### src/design/plc_pkg.sv
// Shared types, codes and field widths of the point leader clustering unit.
package plc_pkg;

  localparam int unsigned ThreshW  = 13;
  localparam int unsigned LimitW   = 5;
  localparam int unsigned OutcomeW = 2;
  localparam int unsigned IndexW   = 4;
  localparam int unsigned TotalW   = 5;
  localparam int unsigned CfgIdxW  = 2;

  localparam logic [ThreshW-1:0] ThreshReset = ThreshW'(8);
  localparam logic [LimitW-1:0]  LimitReset  = LimitW'(16);

  localparam logic [CfgIdxW-1:0] CFG_THRESHOLD = CfgIdxW'(0);
  localparam logic [CfgIdxW-1:0] CFG_LIMIT     = CfgIdxW'(1);

  typedef enum logic [OutcomeW-1:0] {
    OUTCOME_JOIN = 2'd0,
    OUTCOME_NEW  = 2'd1,
    OUTCOME_FAIL = 2'd2
  } outcome_e;

  typedef struct packed {
    logic capture;
    logic scan_step;
    logic commit;
  } cmd_t;

  typedef struct packed {
    logic skip;
    logic hit;
    logic last_leader;
    logic out_free;
  } sts_t;

endpackage

### src/design/plc_ram.sv
// Generic simple dual-port RAM with one write port and a registered read port.
module plc_ram #(
  parameter int unsigned Width = 8,
  parameter int unsigned Depth = 16
) (
  input  logic                                  clk_i,
  input  logic                                  we_i,
  input  logic [((Depth > 1) ? $clog2(Depth) : 1)-1:0] waddr_i,
  input  logic [Width-1:0]                      wdata_i,
  input  logic                                  re_i,
  input  logic [((Depth > 1) ? $clog2(Depth) : 1)-1:0] raddr_i,
  output logic [Width-1:0]                      rdata_o
);

  logic [Width-1:0] mem_q [Depth];
  logic [Width-1:0] rdata_q;

  always_ff @(posedge clk_i) begin
    if (we_i) begin
      mem_q[waddr_i] <= wdata_i;
    end
    if (re_i) begin
      rdata_q <= mem_q[raddr_i];
    end
  end

  assign rdata_o = rdata_q;

endmodule

### src/design/plc_ctrl.sv
// Controller state machine: accepts a point, steps the leader scan, commits the result.
module plc_ctrl
  import plc_pkg::*;
(
  input  logic clk_i,
  input  logic rst_ni,
  input  logic in_valid_i,
  output logic in_ready_o,
  input  sts_t sts_i,
  output cmd_t cmd_o
);

  localparam logic [1:0] ST_IDLE   = 2'd0;
  localparam logic [1:0] ST_SCAN   = 2'd1;
  localparam logic [1:0] ST_FINISH = 2'd2;

  logic [1:0] state_q, state_d;

  always_comb begin
    state_d    = state_q;
    in_ready_o = 1'b0;
    cmd_o      = '0;
    unique case (state_q)
      ST_IDLE: begin
        in_ready_o    = 1'b1;
        cmd_o.capture = in_valid_i;
        if (in_valid_i) begin
          state_d = sts_i.skip ? ST_FINISH : ST_SCAN;
        end
      end
      ST_SCAN: begin
        cmd_o.scan_step = 1'b1;
        if (sts_i.hit || sts_i.last_leader) begin
          state_d = ST_FINISH;
        end
      end
      ST_FINISH: begin
        // The result waits here until the output register can take it.
        if (sts_i.out_free) begin
          cmd_o.commit = 1'b1;
          state_d      = ST_IDLE;
        end
      end
      default: begin
        state_d = ST_IDLE;
      end
    endcase
  end

  always_ff @(posedge clk_i or negedge rst_ni) begin
    if (!rst_ni) begin
      state_q <= ST_IDLE;
    end else begin
      state_q <= state_d;
    end
  end

  a_commit_needs_slot: assert property (@(posedge clk_i) disable iff (!rst_ni)
    cmd_o.commit |-> sts_i.out_free)
    else $error("result committed while the output register is occupied");

  a_skip_goes_finish: assert property (@(posedge clk_i) disable iff (!rst_ni)
    (cmd_o.capture && sts_i.skip) |=> (state_q == ST_FINISH))
    else $error("scan started for a point that needs no comparison");

endmodule

### src/design/plc_datapath.sv
// Datapath: configuration, point and leader storage, distance compare and result register.
module plc_datapath
  import plc_pkg::*;
#(
  parameter int unsigned MaxLeaders = 16,
  parameter int unsigned CoordBits  = 12
) (
  input  logic                 clk_i,
  input  logic                 rst_ni,
  input  cmd_t                 cmd_i,
  output sts_t                 sts_o,
  input  logic [CoordBits-1:0] point_x_i,
  input  logic [CoordBits-1:0] point_y_i,
  input  logic                 last_point_i,
  input  logic                 cfg_we_i,
  input  logic [CfgIdxW-1:0]   cfg_index_i,
  input  logic [ThreshW-1:0]   cfg_data_i,
  output logic                 out_valid_o,
  input  logic                 out_ready_i,
  output logic [OutcomeW-1:0]  outcome_o,
  output logic [IndexW-1:0]    cluster_index_o,
  output logic [TotalW-1:0]    cluster_total_o,
  output logic                 set_end_o
);

  localparam int unsigned IdxW  = (MaxLeaders > 1) ? $clog2(MaxLeaders) : 1;
  localparam int unsigned CntW  = $clog2(MaxLeaders + 1);
  localparam int unsigned LimW  = (CntW > LimitW) ? CntW : LimitW;
  localparam int unsigned DistW = CoordBits + 1;
  localparam int unsigned CmpW  = (DistW > ThreshW) ? DistW : ThreshW;
  localparam int unsigned EntW  = 2 * CoordBits;

  logic [ThreshW-1:0]   thresh_q;
  logic [LimitW-1:0]    limit_q;
  logic [CoordBits-1:0] px_q, py_q;
  logic                 last_q;
  logic [IdxW-1:0]      idx_q;
  logic                 found_q;
  logic [CntW-1:0]      count_q;
  logic                 failed_q;
  logic                 out_valid_q;
  outcome_e             outcome_q;
  logic [IndexW-1:0]    index_q;
  logic [TotalW-1:0]    total_q;
  logic                 set_end_q;

  logic                 rd_en;
  logic [IdxW-1:0]      rd_addr;
  logic [EntW-1:0]      rd_data;
  logic                 wr_en;
  logic [CoordBits-1:0] lx, ly, dx, dy;
  logic [DistW-1:0]     manh_dist;
  logic                 hit;
  logic                 last_leader;
  logic                 full;
  logic                 out_free;

  // Configuration registers.
  always_ff @(posedge clk_i or negedge rst_ni) begin
    if (!rst_ni) begin
      thresh_q <= ThreshReset;
      limit_q  <= LimitReset;
    end else if (cfg_we_i) begin
      unique case (cfg_index_i)
        CFG_THRESHOLD: thresh_q <= cfg_data_i;
        CFG_LIMIT:     limit_q  <= cfg_data_i[LimitW-1:0];
        default: ;
      endcase
    end
  end

  // Distance from the held point to the leader just read.
  assign lx        = rd_data[EntW-1:CoordBits];
  assign ly        = rd_data[CoordBits-1:0];
  assign dx        = (px_q >= lx) ? (px_q - lx) : (lx - px_q);
  assign dy        = (py_q >= ly) ? (py_q - ly) : (ly - py_q);
  assign manh_dist = {1'b0, dx} + {1'b0, dy};
  assign hit       = CmpW'(manh_dist) <= CmpW'(thresh_q);

  assign last_leader = (CntW'(idx_q) + CntW'(1)) == count_q;
  assign full        = (LimW'(count_q) >= LimW'(limit_q)) ||
                       (count_q == CntW'(MaxLeaders));
  assign out_free    = !out_valid_q || out_ready_i;

  assign sts_o.skip        = failed_q || (count_q == '0);
  assign sts_o.hit         = hit;
  assign sts_o.last_leader = last_leader;
  assign sts_o.out_free    = out_free;

  assign rd_en   = cmd_i.capture || (cmd_i.scan_step && !hit && !last_leader);
  assign rd_addr = cmd_i.capture ? '0 : (idx_q + IdxW'(1));
  assign wr_en   = cmd_i.commit && !failed_q && !found_q && !full;

  plc_ram #(
    .Width (EntW),
    .Depth (MaxLeaders)
  ) u_leader_ram (
    .clk_i   (clk_i),
    .we_i    (wr_en),
    .waddr_i (count_q[IdxW-1:0]),
    .wdata_i ({px_q, py_q}),
    .re_i    (rd_en),
    .raddr_i (rd_addr),
    .rdata_o (rd_data)
  );

  // Held point and scan position.
  always_ff @(posedge clk_i or negedge rst_ni) begin
    if (!rst_ni) begin
      idx_q   <= '0;
      found_q <= 1'b0;
    end else if (cmd_i.capture) begin
      idx_q   <= '0;
      found_q <= 1'b0;
    end else if (cmd_i.scan_step) begin
      if (hit) begin
        found_q <= 1'b1;
      end else if (!last_leader) begin
        idx_q <= idx_q + IdxW'(1);
      end
    end
  end

  always_ff @(posedge clk_i) begin
    if (cmd_i.capture) begin
      px_q   <= point_x_i;
      py_q   <= point_y_i;
      last_q <= last_point_i;
    end
  end

  // Set state: leader count and sticky failure.
  always_ff @(posedge clk_i or negedge rst_ni) begin
    if (!rst_ni) begin
      count_q  <= '0;
      failed_q <= 1'b0;
    end else if (cmd_i.commit) begin
      if (last_q) begin
        count_q  <= '0;
        failed_q <= 1'b0;
      end else if (!failed_q && !found_q) begin
        if (full) begin
          failed_q <= 1'b1;
        end else begin
          count_q <= count_q + CntW'(1);
        end
      end
    end
  end

  // Output register.
  always_ff @(posedge clk_i or negedge rst_ni) begin
    if (!rst_ni) begin
      out_valid_q <= 1'b0;
    end else if (cmd_i.commit) begin
      out_valid_q <= 1'b1;
    end else if (out_ready_i) begin
      out_valid_q <= 1'b0;
    end
  end

  always_ff @(posedge clk_i) begin
    if (cmd_i.commit) begin
      set_end_q <= last_q;
      if (failed_q) begin
        outcome_q <= OUTCOME_FAIL;
        index_q   <= '0;
        total_q   <= TotalW'(count_q);
      end else if (found_q) begin
        outcome_q <= OUTCOME_JOIN;
        index_q   <= IndexW'(idx_q);
        total_q   <= TotalW'(count_q);
      end else if (full) begin
        outcome_q <= OUTCOME_FAIL;
        index_q   <= '0;
        total_q   <= TotalW'(count_q);
      end else begin
        outcome_q <= OUTCOME_NEW;
        index_q   <= IndexW'(count_q);
        total_q   <= TotalW'(count_q + CntW'(1));
      end
    end
  end

  assign out_valid_o     = out_valid_q;
  assign outcome_o       = outcome_q;
  assign cluster_index_o = index_q;
  assign cluster_total_o = total_q;
  assign set_end_o       = set_end_q;

  a_count_bound: assert property (@(posedge clk_i) disable iff (!rst_ni)
    count_q <= CntW'(MaxLeaders))
    else $error("leader count beyond table capacity");

  a_set_clear: assert property (@(posedge clk_i) disable iff (!rst_ni)
    (cmd_i.commit && last_q) |=> ((count_q == '0) && !failed_q))
    else $error("set state not cleared after the last point");

endmodule

### src/design/point_leader_clustering_unit.sv
// Top level of the point leader clustering unit: controller, datapath and ports.
// A request is accepted in idle, then compares one leader per scan step and commits its result
// to the output register; no leader is compared for an empty table or a failed set.
// A new request is accepted only after the commit of the last one; a result still
// held in the output register stalls the commit. The scan stops at the first close leader.
// Reset clears the leader count, the failure flag and the output valid, and loads the
// threshold with 8 and the cluster limit with 16; leader RAM contents are not cleared.
module point_leader_clustering_unit
  import plc_pkg::*;
#(
  parameter int unsigned MAX_LEADERS = 16,
  parameter int unsigned COORD_BITS  = 12
) (
  input  logic                  clk_i,
  input  logic                  rst_ni,
  input  logic                  in_valid_i,
  output logic                  in_ready_o,
  input  logic [COORD_BITS-1:0] point_x_i,
  input  logic [COORD_BITS-1:0] point_y_i,
  input  logic                  last_point_i,
  output logic                  out_valid_o,
  input  logic                  out_ready_i,
  output logic [OutcomeW-1:0]   outcome_o,
  output logic [IndexW-1:0]     cluster_index_o,
  output logic [TotalW-1:0]     cluster_total_o,
  output logic                  set_end_o,
  input  logic                  cfg_valid_i,
  output logic                  cfg_ready_o,
  input  logic [CfgIdxW-1:0]    cfg_index_i,
  input  logic [ThreshW-1:0]    cfg_data_i
);

  cmd_t cmd;
  sts_t sts;

  assign cfg_ready_o = 1'b1;

  plc_ctrl u_ctrl (
    .clk_i      (clk_i),
    .rst_ni     (rst_ni),
    .in_valid_i (in_valid_i),
    .in_ready_o (in_ready_o),
    .sts_i      (sts),
    .cmd_o      (cmd)
  );

  plc_datapath #(
    .MaxLeaders (MAX_LEADERS),
    .CoordBits  (COORD_BITS)
  ) u_datapath (
    .clk_i           (clk_i),
    .rst_ni          (rst_ni),
    .cmd_i           (cmd),
    .sts_o           (sts),
    .point_x_i       (point_x_i),
    .point_y_i       (point_y_i),
    .last_point_i    (last_point_i),
    .cfg_we_i        (cfg_valid_i && cfg_ready_o),
    .cfg_index_i     (cfg_index_i),
    .cfg_data_i      (cfg_data_i),
    .out_valid_o     (out_valid_o),
    .out_ready_i     (out_ready_i),
    .outcome_o       (outcome_o),
    .cluster_index_o (cluster_index_o),
    .cluster_total_o (cluster_total_o),
    .set_end_o       (set_end_o)
  );

endmodule
### config.mk
export PLATFORM = sky130hd
export DESIGN_NAME = point_leader_clustering_unit
export DESIGN_NICKNAME = d
export VERILOG_FILES = /design/src/design/plc_pkg.sv /design/src/design/plc_ram.sv /design/src/design/plc_ctrl.sv /design/src/design/plc_datapath.sv /design/src/design/point_leader_clustering_unit.sv
export SDC_FILE = /design/constraint.sdc
export NUM_CORES = 1
export LEC_CHECK = 0
export BUFFER_PORTS_ARGS = -buffer_cell sky130_fd_sc_hd__buf_4
export CAP_MARGIN = 10
export CORE_ASPECT_RATIO = 0.8
export CORE_UTILIZATION = 35
export CTS_CLUSTER_DIAMETER = 60
export DETAILED_ROUTE_END_ITERATION = 8
export SYNTH_ARGS = -nofsm -noshare
export SYNTH_HDL_FRONTEND = slang
export SYNTH_HIERARCHICAL = 1
export SYNTH_SLANG_ARGS = --single-unit
### constraint.sdc
create_clock -name clk_i -period 8.2 [get_ports clk_i]
set_input_delay 0.82 -clock clk_i [delete_from_list [all_inputs] [get_ports clk_i]]
set_output_delay 0.82 -clock clk_i [all_outputs]
set_load 0.05 [all_outputs]
==> metrics.txt <==
number of synthesized flops with an enable pin=roughly 450; die height=approximately 220 µm; synthesized instance count=between 1000 and 1500; DR WL/cell=about 22 µm; Initial Util=0.355; CTS clk-pin slew, worst paths=~0.060 ns; Avg Cell Area, Syn=16.3 µm²; Ys Warns=6; hpwl dp=roughly 29 mm; vias in the first global route=approximately 11000; top cell type's share of synthesized area=0.630; cell taking the most area after synthesis=edfxtp_1; worst-path maximum fanout=24; worst skew pair latency=0.59 ns; critical path arrival=7.14 ns; P per Cell Area=~440 nW/µm²; sequential-to-total area share from yosys stat=0.668; outcome=finished, final reports clean; ys flop type=edfxtp_1; CTS-repair resized insts=0; clk sinks=477; fin cells=2186; largest net degree at the start of global routing=54; Slew Limit Fails=0; fillcell total=about 5300; TritonRoute pass-1 iters=5; HP Class=primary input to asynchronous set/reset pin; Area contributors post-synth=edfxtp_1 (63%), mux4_2 (10%), ha_1 (4.7%); Post-layout nets=approximately 1500; drt initial violations=979; Multi-input gate area=between 6000 and 7000 µm²; TritonCTS clock tree=built; Core Region=about 60000 µm²; Max-Cap Viols=0; Row Count=80; initial antenna violation count=0; routability congestion estimate=around 0.86; register bit total from synthesis=roughly 480; drt drc=0; hold_buf cts=0; critical path class=flip-flop to flip-flop; clock buffer depth=3; ys async rst share=0.0671; Slew HR=0.192; Achievable Freq=144 MHz; register area=approximately 14000 µm²; first-pass GRT wire length=73.1 mm; Worst Setup End Kind=flip-flop; min Tclk post-route=slightly below 7 ns; Boundary Pins=60; Syn Nets=1431; post-layout util=0.403; total number of vias=approximately 12000; clock buffer count from CTS=48; Clock Root Buffer=clkbuf_16; Distinct cells, synth=72; Post CTS Setup Buffer Count=0; Final Hold Violating Endpoints=0; final period utilization=0.845; design area=between 20000 and 25000 µm²; final WL=48.6 mm; share of layout cells above drive strength 1=0.212; worst-margin pin slew=approximately 1.2 ns; Worst setup SP type=flip-flop; Via density=5.31; data required time of the worst path=~8.4 ns; Mapped Area=approximately 21000 µm²; leakage=0.00839 µW; antenna viol nets, final=0; I/O Buffers=58; total power=10600 µW; Placed Cells=between 2000 and 2500; Max Clock Skew=~0.013 ns; final setup fails=0; Area growth syn-to-layout=13.6%; Peak VDD IR=between 0.3 and 0.4 mV; # diodes=0; die area=about 60000 µm²; placed inst area=around 23000 µm²; unrepaired setup endpoints after global routing=false; grt ovf=0; Total GRT Usage=0.158; H-tree depth=2; setup TNS=0 ns; die width=between 200 and 300 µm
## per-stage QoR
step / hold slack, ns / setup slack [ns]
after floorplan: 0.460 / 2.46
after global routing: 0.194 / 0.700
after detailed placement: 0.495 / 1.27
final: 0.175 / 1.27
after global placement: 0.488 / 1.52
after CTS: 0.171 / 1.29
## critical path: stages (launching register included)
cell	delay (ns)
edfxtp_1	0.67
inv_1	0.09
ha_1	0.44
a21oi_2	0.22
a311oi_2	0.16
a211oi_2	0.89
mux2i_1	0.30
xnor2_1	0.16
ha_1	0.30
nor2b_1	0.14
o21ai_0	0.19
a21boi_0	0.21
o31a_1	0.29
o21ai_0	0.28
o21ai_0	0.17
ha_1	0.32
and4_1	0.21
nand2_1	0.09
a31o_2	0.25
a2111oi_4	0.45
or2_2	0.68
## state kept, by name, indices dropped and copies added (netlist names), 2 cells and up
| name | cells |
|---|---|
| u_ctrl/state_q | 2 |
| u_datapath/cluster_index_o | 4 |
| u_datapath/cluster_total_o | 5 |
| u_datapath/count_q | 5 |
| u_datapath/idx_q | 4 |
| u_datapath/limit_q | 5 |
| u_datapath/outcome_o | 2 |
| u_datapath/px_q | 12 |
| u_datapath/py_q | 12 |
| u_datapath/thresh_q | 13 |
| u_datapath/u_leader_ram/mem_q | 384 |
| u_datapath/u_leader_ram/rdata_o | 24 |
## layer usage
layer / vias up / part of all wire / global-route usage
met1: 6056 / 0.47 / 0.233
met4: 0 / 0.018 / 0.0412
met5: - / 0 / 0
met3: 61 / 0.044 / 0.0207
li1: 5193 / - / -
met2: 289 / 0.46 / 0.246
## cells in the final DEF (no fill, tap or decap), types with 11 or more instances in the layout
| cell | Yosys | routed |
|---|---|---|
| o21ai_0 | 38 | 38 |
| xnor2_1 | 27 | 27 |
| clkbuf_1 | 25 | 11 |
| nand2_1 | 75 | 75 |
| a21o_1 | 20 | 20 |
| nand3b_1 | 11 | 11 |
| ha_1 | 80 | 80 |
| dfrtp_1 | 30 | 30 |
| mux4_2 | 96 | 96 |
| nand4_1 | 11 | 11 |
| nor2_4 | 0 | 13 |
| a21oi_1 | 49 | 49 |
| inv_1 | 87 | 87 |
| clkbuf_16 | 0 | 48 |
| nor2_1 | 62 | 48 |
| edfxtp_1 | 445 | 445 |
| buf_4 | 7 | 78 |
| mux2_2 | 12 | 12 |
| a22oi_1 | 48 | 48 |
## cells by family after synthesis
| kind of cell | synth area share |
|---|---|
| flip-flops | 0.668 |
| AND/OR/NAND/NOR | 0.0491 |
| multiplexers | 0.113 |
| buffers and inverters | 0.0312 |
| XOR/XNOR | 0.0156 |
| AO/OA/AOI/OAI | 0.0709 |
| other | 0.000177 |
| adder cells (fa/ha/maj) | 0.0519 |
## cell type report
type                       count  area share
sequential                   477       0.588
multi-input combinational    676       0.271
clock buffer                  60      0.0521
tap                          779      0.0404
timing repair buffer          78      0.0243
inverter                      87      0.0135
clock inverter                29      0.0113
## path summary, 6_finish.rpt
kind	startpoint	end	slack, ns	cells past startpoint
worst max-delay path	u_datapath/py_q[3]	u_datapath/u_leader_ram/rdata_o[2]	1.27	20
worst min-delay path	rst_ni	u_datapath/count_q[4]	0.18	1
worst max register to register	u_datapath/py_q[3]	u_datapath/u_leader_ram/rdata_o[2]	1.27	20
worst min register to register	u_ctrl/state_q[1]	u_ctrl/state_q[0]	0.51	1
max in group asynchronous	rst_ni	u_datapath/thresh_q[3]	7.67	1
min in group clk_i	point_x_i[7]	u_datapath/px_q[7]	0.41	1
## Yosys cell counts (5+ instances only)
cell,instances
xor2_1,8
o21a_1,6
dfrtp_1,30
a22oi_1,48
nand2b_1,5
nor3_1,12
a21o_1,20
inv_1,87
ha_1,80
nand2_1,75
buf_2,22
mux2i_1,9
nand3b_1,11
xnor2_1,27
nor2b_1,9
fa_1,5
nand4_1,11
a31o_2,5
edfxtp_1,445
a21oi_1,49
buf_6,7
o21ai_0,38
a211oi_1,6
nor2_1,62
nand3_1,10
clkbuf_1,25
mux4_2,96
mux2_2,12
buf_4,7
## power by group
part           total (µW)  switching (µW)  internal [µW]
Clock                2130             914           1220
Sequential           3230             209           3020
Combinational        5200            3000           2200
Total               10600            4120           6440
Power figures use the tool's default switching activity.
